**src/rtl/rwod_ram.sv**
```systemverilog
`timescale 1ns / 1ps

module rwod_ram #(
    parameter int unsigned WIDTH = 16,
    parameter int unsigned DEPTH = 64
) (
    input  logic                     i_clk,
    input  logic                     i_we,
    input  logic [$clog2(DEPTH)-1:0] i_waddr,
    input  logic [WIDTH-1:0]         i_wdata,
    input  logic                     i_re,
    input  logic [$clog2(DEPTH)-1:0] i_raddr,
    output logic [WIDTH-1:0]         o_rdata
);

    logic [WIDTH-1:0] r_mem [DEPTH];
    logic [WIDTH-1:0] r_rdata;

    always_ff @(posedge i_clk) begin
        if (i_we) begin
            r_mem[i_waddr] <= i_wdata;
        end
        if (i_re) begin
            r_rdata <= r_mem[i_raddr];
        end
    end

    assign o_rdata = r_rdata;

endmodule

```
**config.mk**
```make
export PLATFORM = sky130hd
export DESIGN_NAME = rwod_ram
export DESIGN_NICKNAME = d
export VERILOG_FILES = /design/src/rtl/rwod_ram.sv
export SDC_FILE = /design/constraint.sdc
export NUM_CORES = 1
export LEC_CHECK = 0
export BUFFER_PORTS_ARGS = -buffer_cell sky130_fd_sc_hd__buf_2
export CORE_UTILIZATION = 41
export CTS_CLUSTER_DIAMETER = 80
export CTS_CLUSTER_SIZE = 16
export DETAILED_ROUTE_END_ITERATION = 16
export PLACE_DENSITY_LB_ADDON = 0.25
export SETUP_SLACK_MARGIN = 0.05
export SYNTH_ARGS = -nofsm -noshare
export SYNTH_HDL_FRONTEND = slang
export SYNTH_SLANG_ARGS = --single-unit
```
**constraint.sdc**
```tcl
create_clock -name i_clk -period 2 [get_ports i_clk]
set_input_delay 0.2 -clock i_clk [delete_from_list [all_inputs] [get_ports i_clk]]
set_output_delay 0.2 -clock i_clk [all_outputs]
set_load 0.005 [all_outputs]
```
; After elaboration in Yosys (flattened, before gate mapping)
; Memories as Yosys holds them, arrays and structs flattened. A register that Yosys moved wholly into a read port is not among the register bits.
; Cells that the tools add are included.
[word_totals]
ram_bits = 1024
wordCells = 3
mem_count = 1
regBits = 0
in_bits = 31
out_inout_bits = 16
[mem_list]
columns = name, words, width, read_ports, rd_ports_with_merged_regs, write_ports, line_no
row1 = r_mem, 64, 16, 1, 1, 1, 16  ; logic [WIDTH-1:0] r_mem [DEPTH];
[classes]
mux = 2
[ops]
columns = op, n
row1 = 1-bit two-way mux, 2

; Logic depth before layout (Yosys ltp)
[depth]
depth_word = 2
mapped_depth = 10
ltp_nobuf = 5

; Worst setup path before layout
; Ideal clock, no wire load.
[synth_timing]
path_kind = in2reg
startpoint = in i_waddr[3]
endpoint = mem r_mem[48][0], enable pin
path_buffers = 1
t_required_ns = 1.591
slack_ns = -0.235
arrival_time_ns = 1.826
path_stages = 4
setup_time_ns = 0.409
path_cell_list = clkbuf_1 > nor2b_1 > nand4b_1 > nor3_1
[synth_lines]
columns = item, line_no
row1 = from (decl), 9  ; input logic [$clog2(DEPTH)-1:0] i_waddr,
row2 = to (decl), 16
; No word-level cell before the write port.

==> results.tsv <==
metric	value	unit
status	finished, violations left	
violations	design-rule violations	
htree_levels	3	
globalRouteMet1Util	0.272	
crit_arrival	2.37	ns
synth_seq_cells	1040	
area_growth	15.5	%
drv_slew	0	
ys_warn_count	0	
slowest_stage	mux4_2	
hpwl	60.3	mm
max_stage_delay	0.48	ns
grt_pass1_vias	19600	
layout.cells.most_common	edfxtp_1	
core_region_area	96900	um2
yosysSeqAreaShare	0.777	
path_cells	mux4_2 > mux2_4 > nand2_2 > nand4_1 > buf_4 > and4_1	
synth.cell_area	40200	um2
final_cell_mix	1040 x edfxtp_1, 220 x mux4_2, 193 x buf_4	
worstSkewPairLatency	0.64	ns
ir_drop	583	uV
finalCriticalPeriod	1.99	ns
use_met2	0.319	
finalSetupViolations	0	
grt_use_total	0.196	
viasPerCell	5.69	
cp.required	2.38	ns
layout-drive-gt1-share	0.326	
drtAntennaViolNets	0	
std_cell_rows	114	
powerDensity	881	nW/um2
drt_iter0_markers	2062	
crit_path_start_kind	flop	
place_congestion	0.867	
min_period_over_period	0.995	
crit_path_end_kind	flop	
cts_setup_buffers	0	
rsz0062_at_grt	true	
synthCells	1829	
cts_made_buffers	76	
setup_tns	0	ns
slew_headroom	0.314	
p_total	40.9	mW
nets	2140	
path_class	flop to flop	
synth_ff_type	edfxtp_1	
synthDistinctLibCells	42	
clk_pin_slew_worst_paths	0.07	ns
drc	14	
worst_hold_path_type	primary input to flop	
firstDrtPassIters	11	
cts_sinks	1040	
antenna_found_initial	6	
stdcell_area	46400	um2
top_usage_layer	met2	
placed_area	44100	um2
crit_fanout	1	
dr_total_vias	19300	
tritoncts	done	
grt-ovfl-total	0	
p_leak	14.7	nW
ys_async_sr_fraction	0	
grt_start_max_net_pins	65	
synth_fp_nets	1860	
maxCapViolations	0	
die_area	99300	um2
root_buffer	clkbuf_16	
finalWirelength	96.5	mm
synth_edf_count	1040	
grt_use_met3	0.0318	
die_width	315	um
wl_per_cell	28.4	um
skew	0.0261	ns
hold_buffers	0	
dieHeight	315	um
grt_pass1_wl	138	mm
port_buffers	46	
fmax	503	MHz
cts_buffer_depth	3	
tightest_slew	1.03	ns
hold_viol_final	0	
postSynthAreaPerCell	22.0	um2
initial_core_util	0.415	
io_pins	47	
==> layout make-up <==
class | count | area, um2
fill | 7773 | 50400
antenna | 2 | 5.00
multi-input combinational | 685 | 8520
clock inverter | 9 | 95.1
clock buffer | 79 | 1980
tap | 1276 | 1600
timing repair buffer | 306 | 3000
sequential | 1040 | 31200
==> cells by family (layout without fill, tap and decap cells) <==
group,Yosys count,in the layout,share of synthesized area
flops,1040,1040,0.777
mux,336,336,0.155
simple gates,220,220,0.0264
compound gates,129,129,0.0240
buf+inv,104,394,0.0182
other cells,0,2,0
==> cells in the mapped netlist (3+ instances only) <==
library cell / n / area, um2
edfxtp_1: 1040 / 31200
mux4_2: 220 / 4950
mux2i_1: 85 / 851
nor2_1: 72 / 270
nand2_1: 59 / 221
a22oi_1: 39 / 293
buf_2: 36 / 180
nor2b_1: 30 / 188
mux2_2: 27 / 304
clkbuf_1: 24 / 90.1
nand3_1: 24 / 120
a21oi_1: 17 / 85.1
buf_6: 17 / 191
a221oi_1: 16 / 140
buf_4: 13 / 97.6
nand4_1: 12 / 75.1
a211o_1: 8 / 70.1
a211oi_1: 8 / 60.1
a311oi_1: 8 / 70.1
a31oi_1: 8 / 50.1
a221o_1: 6 / 60.1
a22o_1: 6 / 52.6
a41oi_1: 5 / 43.8
and4_1: 5 / 43.8
buf_12: 5 / 100
o21ai_0: 5 / 25.0
mux4_1: 4 / 105
buf_1: 3 / 11.3
buf_8: 3 / 45.0
nand2b_1: 3 / 18.8
nor4_2: 3 / 37.5
o21ai_1: 3 / 15.0
==> report_power, final <==
part	switching [mW]	total [mW]	leakage [nW]	internal [mW]
logic	1.54	2.64	4.35	1.10
clock network	7.00	14.1	1.01	7.06
registers	0.0651	24.2	9.37	24.2
total	8.60	40.9	14.7	32.3
==> metrics by stage <==
stage | util | setup slack, ns | hold slack (ns) | std cells
after global placement | 0.455 | -0.562 | 0.646 | 3307
after CTS | 0.478 | -0.0148 | 0.0410 | 3395
after global routing | 0.479 | -0.0425 | 0.0480 | 3395
final | 0.479 | 0.0109 | 0.0698 | 3397
after floorplan | - | -0.158 | 0.299 | 1829
after detailed placement | 0.455 | -0.602 | 0.641 | 3307
==> worst max-delay path, delay by kind of cell, from the launching register on <==
family / cells / cell delay (ns)
buffers and inverters: 1 / 0.20
flip-flops: 1 / 0.37
multiplexers: 2 / 0.79
AND/OR/NAND/NOR: 3 / 0.38
==> final timing paths <==
kind	startpoint	end	slack (ns)	depth (start not counted)
setup / recovery	r_mem[7][2]	o_rdata[2]	0.01	6
hold / removal	i_wdata[0]	r_mem[39][0]	0.07	1
setup reg to reg	r_mem[7][2]	o_rdata[2]	0.01	6
hold reg to reg	r_mem[63][10]	o_rdata[10]	0.94	5
==> metal layers <==
metal	up-vias	routed length, um
met5	-	55
met4	8	2780
met2	616	47100
met1	10400	41200
li1	8185	-
met3	134	5400
==> flip-flops by register name (all words and copies together) (netlist names) <==
signal and flops:
o_rdata 16, r_mem 1024
==> timing repair <==
item,4_1_cts,5_1_grt
pin swaps,28,12
hold endpoints to repair,0,0
setup endpoints to repair,14,13
resized for setup,26,26
No activity file was read; power rests on OpenSTA's default activity.
