**src/rtl/rwod_pkg.sv**
```systemverilog
`timescale 1ns / 1ps

package rwod_pkg;

    // window geometry
    localparam int unsigned WINDOW_DEPTH = 64;
    localparam int unsigned PTR_W        = $clog2(WINDOW_DEPTH);
    localparam int unsigned CNT_W        = $clog2(WINDOW_DEPTH + 1);

    // field widths
    localparam int unsigned SAMPLE_W     = 16;
    localparam int unsigned K_W          = 8;
    localparam int unsigned KK_W         = 2 * K_W;
    localparam int unsigned S_TDATA_W    = 16;
    localparam int unsigned M_TDATA_W    = 8;

    // K reset value is 3.0 in Q4.4; K squared is kept instead of K
    localparam int unsigned K_RESET      = 48;
    localparam int unsigned KK_RESET     = K_RESET * K_RESET;

    // running statistics
    localparam int unsigned SUM_W        = SAMPLE_W + PTR_W;
    localparam int unsigned SQ_W         = 2 * SAMPLE_W + PTR_W;
    localparam int unsigned V_W          = 2 * SUM_W;
    localparam int unsigned VL_W         = (V_W + 1) / 2;
    localparam int unsigned VH_W         = V_W - VL_W;
    localparam int unsigned DP2_W        = 2 * SAMPLE_W;
    localparam int unsigned SQR_W        = 2 * SAMPLE_W;

    // comparison operands
    localparam int unsigned C_A          = 256 * (WINDOW_DEPTH - 1);
    localparam int unsigned C_J          = 256 * WINDOW_DEPTH * (WINDOW_DEPTH - 1);
    localparam int unsigned LHS_A_W      = V_W + 8 + PTR_W;
    localparam int unsigned LHS_J_W      = DP2_W + 8 + 2 * PTR_W;
    localparam int unsigned KV_W         = V_W + KK_W;
    localparam int unsigned RHS_A_W      = KV_W + PTR_W;

    typedef enum logic [2:0] {
        S_IDLE,
        S_SQ,
        S_VAR,
        S_K0,
        S_K1,
        S_RHS,
        S_DONE
    } t_state;

    // step strobes from sequencer to datapath
    typedef struct packed {
        logic ld;
        logic sq;
        logic vr;
        logic k0;
        logic k1;
        logic rhs;
        logic commit;
    } t_ctl;

endpackage

```
**src/rtl/rwod_ctrl.sv**
```systemverilog
`timescale 1ns / 1ps

module rwod_ctrl (
    input  logic          i_clk,
    input  logic          i_rst_n,
    input  logic          i_s_valid,
    input  logic          i_out_free,
    output logic          o_s_ready,
    output rwod_pkg::t_ctl o_ctl
);

    rwod_pkg::t_state r_state;
    rwod_pkg::t_state n_state;

    always_ff @(posedge i_clk) begin
        if (!i_rst_n) begin
            r_state <= rwod_pkg::S_IDLE;
        end else begin
            r_state <= n_state;
        end
    end

    always_comb begin
        n_state = r_state;
        unique case (r_state)
            rwod_pkg::S_IDLE: begin
                if (i_s_valid) begin
                    n_state = rwod_pkg::S_SQ;
                end
            end
            rwod_pkg::S_SQ:  n_state = rwod_pkg::S_VAR;
            rwod_pkg::S_VAR: n_state = rwod_pkg::S_K0;
            rwod_pkg::S_K0:  n_state = rwod_pkg::S_K1;
            rwod_pkg::S_K1:  n_state = rwod_pkg::S_RHS;
            rwod_pkg::S_RHS: n_state = rwod_pkg::S_DONE;
            rwod_pkg::S_DONE: begin
                if (i_out_free) begin
                    n_state = rwod_pkg::S_IDLE;
                end
            end
            default: n_state = rwod_pkg::S_IDLE;
        endcase
    end

    always_comb begin
        o_s_ready    = 1'b0;
        o_ctl        = '0;
        unique case (r_state)
            rwod_pkg::S_IDLE: begin
                o_s_ready = 1'b1;
                o_ctl.ld  = i_s_valid;
            end
            rwod_pkg::S_SQ:   o_ctl.sq  = 1'b1;
            rwod_pkg::S_VAR:  o_ctl.vr  = 1'b1;
            rwod_pkg::S_K0:   o_ctl.k0  = 1'b1;
            rwod_pkg::S_K1:   o_ctl.k1  = 1'b1;
            rwod_pkg::S_RHS:  o_ctl.rhs = 1'b1;
            rwod_pkg::S_DONE: o_ctl.commit = i_out_free;
            default: ;
        endcase
    end

endmodule

```
**config.mk**
```make
export PLATFORM = sky130hd
export DESIGN_NAME = rwod_ctrl
export DESIGN_NICKNAME = d
export VERILOG_FILES = /design/src/rtl/rwod_pkg.sv /design/src/rtl/rwod_ctrl.sv
export SDC_FILE = /design/constraint.sdc
export NUM_CORES = 1
export LEC_CHECK = 0
export ABC_CLOCK_PERIOD_IN_PS = 1200
export BUFFER_PORTS_ARGS = -buffer_cell sky130_fd_sc_hd__buf_2
export CAP_MARGIN = 20
export CORE_AREA = 2 2 39 41
export DETAILED_ROUTE_END_ITERATION = 8
export DIE_AREA = 0 0 41 43
export GPL_TIMING_DRIVEN = 1
export PLACE_DENSITY = 0.39
export REMOVE_ABC_BUFFERS = 1
export SYNTH_ARGS = -nofsm -noshare
export SYNTH_HDL_FRONTEND = slang
export SYNTH_SLANG_ARGS = --single-unit
export TNS_END_PERCENT = 10
```
**constraint.sdc**
```tcl
create_clock -name i_clk -period 1.2 [get_ports i_clk]
set_input_delay 0.18 -clock i_clk [delete_from_list [all_inputs] [get_ports i_clk]]
set_output_delay 0.18 -clock i_clk [all_outputs]
set_load 0.05 [all_outputs]
```
# == After elaboration in Yosys (flattened, before gate mapping) ==
# Cells that the tools add are included.
# W data, S select, Z words.
# totals
inputBits,4
reg_bits,3
word_cells,22
out_inout_bits,8
# op_classes
n_eq_ne,8
n_reduce_logical,2
mux,11
# op_table
cell,n
$pmux W3 S7,1
$eq A3 B3 Y1 const B,3
$mux W1,8
$eq A3 B2 Y1 const B,2
$mux W3,2
$ne A2 B2 Y1 const B,2
$eq A3 B1 Y1 const B,1
$logic_not A3 Y1,1
$reduce_and A2 Y1,1

# == Longest topological paths before layout ==
# logic_depth
depth_word,3
depth_mapped,4
depth_no_buf,3

# == Worst setup path after synthesis ==
# Ideal clock, no wire load.
# synth_timing
path_type,reg2out
start,reg r_state[2]
end,out o_ctl[6] (netlist bit)
slack_ps,-667
stages_incl_launch_ff,4
n_path_buf,1
arrival_time_ps,1687
required_ps,1020
cell_sequence,dfxtp_1 -> buf_2 -> nor3_2 -> and2_1
# synth_lines
element,line_no,rtl
from (decl),rwod_ctrl.sv:12,rwod_pkg::t_state r_state;
from (signal assigned),rwod_ctrl.sv:17,r_state <= rwod_pkg::S_IDLE;
from (signal assigned),rwod_ctrl.sv:19,r_state <= n_state;
to (decl),rwod_ctrl.sv:9,output rwod_pkg::t_ctl o_ctl

==> results by group <==
Run status
  • Status: finished with violations
  • Failing checks: negative setup slack

STA
  • Setup Skew: 0.0001891 ns
  • RSZ-0062 raised after global routing: true
  • Tmin final: about 1.3 ns
  • Worst setup margin: -0.06112 ns
  • Final setup viols: 5
  • Fin crit share: 1.051
  • Slew headroom: 0.8321
  • Slew Viols, Final: 0
  • Worst-Margin Slew: ~0.25 ns
  • Setup TNS: -0.1655 ns
  • Fmax: 792.9 MHz
  • Final number of hold-violating endpoints: 0

Critical path
  • Slowest cell on crit path: dfxtp_4
  • Setup crit start kind: flop
  • Worst-path fanout max: 8
  • Setup crit end kind: output port
  • Critical setup path kind: reg -> out
  • Crit-path max cell delay: 0.37 ns
  • CP arrival: 1.08 ns
  • Worst EP required: between 1 and 1.5 ns
  • Crit-path cells: nor3_4, and2_4, buf_8

Clock network
  • H-Tree Depth: 1
  • Post-CTS setup buffers: 0
  • Hold-fix buffers, CTS: 0
  • Deepest clock path buffer count: 2
  • Clk pin slew, worst setup/hold paths: approximately 0.040 ns
  • Total CTS buffers: 3
  • CTS Root Cell: clkbuf_4
  • Clk Latency, worst-skew pair: 0.23 ns
  • CTS sink count: 3
  • CTS tree: built

Synth
  • Synthesized flop and latch total: 3
  • Synth Instances: 26
  • Yosys top cell area share: 0.2712
  • Synth Area per Inst: about 8.5 µm²
  • Post-synth cell types: 16
  • Mapped Area: between 200 and 250 µm²
  • Largest cells by area after synthesis: dfxtp_1 (27%), buf_6 (10%), a2111oi_2 (6.8%), nor3b_1 (6.8%), nand2b_4 (6.2%)
  • Syn. warnings: 0
  • Sequential area share after synthesis: 0.2712
  • Synth area leader: dfxtp_1

Global route
  • Pin count of the biggest net entering global routing: 11
  • Gr ovfl total: 0
  • First-pass GRT wire length: around 770 µm
  • GRT Total Usage: 0.06513
  • Vias in the first global route: 203
  • Initial antenna violation count: 0

Cells and area
  • Largest regs: r_state (3)
  • Commonest non-fill, non-tap cells in the layout: buf_4 (5), buf_2 (4), buf_6 (4)
  • Multi-input gate area: around 150 µm²
  • Post-layout nets: 46
  • Layout cell share with drive strength beyond 1: 0.6585
  • P&R area growth vs syn: 75.14%
  • Filler instances: 159
  • Most common cell after layout, fill and taps aside: buf_4
  • Reg area: around 71 µm²
  • Antenna Cells: 0
  • Most flops, register: r_state
  • Max reg flops: 3

Route
  • Total number of vias: ~220
  • Vias per inst: 3.912
  • Initial DRC count: 1
  • Routed len/inst: between 9 and 10 µm
  • First-pass DRT Iterations: 2
  • Total wire length: between 500 and 600 µm
  • DRT antenna net count: 0
  • DRC: 0

Power
  • Peak supply drop: 455.4 µV
  • Power per cell area: ~1200 nW/µm²
  • Leak pwr: 0.1820 nW
  • Design Power: 0.0004807 W

Die
  • Core box area: ~1400 µm²
  • Die footprint: approximately 1800 µm²
  • Die Width: between 40 and 50 µm
  • Die Span Y: 43 µm
  • Boundary Pins: 12
  • Starting Density: 0.1600
  • Row count: 14

Job
  • Max Cap Viol: 0

Placement
  • Placer Congestion: between 0.6 and 0.7
  • IO buf count: 11

Hold path
  • Hold Crit Class: in -> reg
-- worst max-delay path, delay by kind of cell (launching register included) --
family	cells	cell delay [ns]
simple gates	2	0.34
flops	1	0.37
buf+inv	1	0.13
-- repair_timing --
item / in CTS / in global routing
pin swaps: 2 / 1
endpoints found under the hold margin: 0 / 0
endpoints found under the setup margin: 8 / 8
resized for setup: 15 / 9
-- worst paths after layout --
kind	from	end	slack [ns]	depth (start not counted)
min reg2reg	r_state[0]	r_state[0]	0.50	1
max reg2reg	r_state[1]	r_state[0]	0.23	2
max	r_state[0]	o_ctl[6]	-0.06	3
min	i_rst_n	r_state[1]	0.25	3
-- cells in the mapped netlist --
master     number
nand2b_4        1
nor2_1          3
a2111oi_2       1
nor3b_1         2
a21oi_1         2
buf_6           2
nor3_2          1
nand2b_1        2
and3b_1         1
and2_1          1
nand2_1         2
dfxtp_1         3
nor3_1          2
buf_2           1
o211a_1         1
inv_1           1
-- logic make-up after synthesis --
| logic type | synth area share |
|---|---|
| DFF | 0.2712 |
| buffers and inverters | 0.1412 |
| and+or+nand+nor | 0.4294 |
| AOI/OAI and AO/OA | 0.1582 |
-- final cells by class --
class,instances,area share
clock buffer,4,0.06774
inverter,1,0.009677
multi-input combinational,19,0.3839
sequential,3,0.1839
tap,16,0.05161
timing repair buffer,14,0.3032
-- per-stage QoR --
stage	hold WS, ns	setup slack (ns)	instances	util	instance area, µm²
after floorplan	0.3522	-0.6535	23	-	193.9
after global placement	0.4908	0.01866	53	0.2107	291.5
after detailed placement	0.4968	0.02235	53	0.2107	291.5
after CTS	0.2445	-0.09168	57	0.2568	355.3
after global routing	0.2702	-0.1277	57	0.2803	387.9
final	0.2497	-0.06112	57	0.2803	387.9
-- metal layers --
layer  GRT usage  up-vias  share of wire  wire, µm
met5           0        -              0         0
met2      0.1000        9           0.52       274
met3     0.01571        0          0.073        38
met4     0.06000        0              0         0
met1     0.06709       97           0.40       211
li1            -      117              -         -
-- power by group --
group,switching (W),internal [W],total [W]
Combinational,0.000101,0.0000730,0.000174
Sequential,0.0000237,0.000108,0.000132
Clock,0.0000511,0.000125,0.000176
No activity file was read; power rests on OpenSTA's default activity.
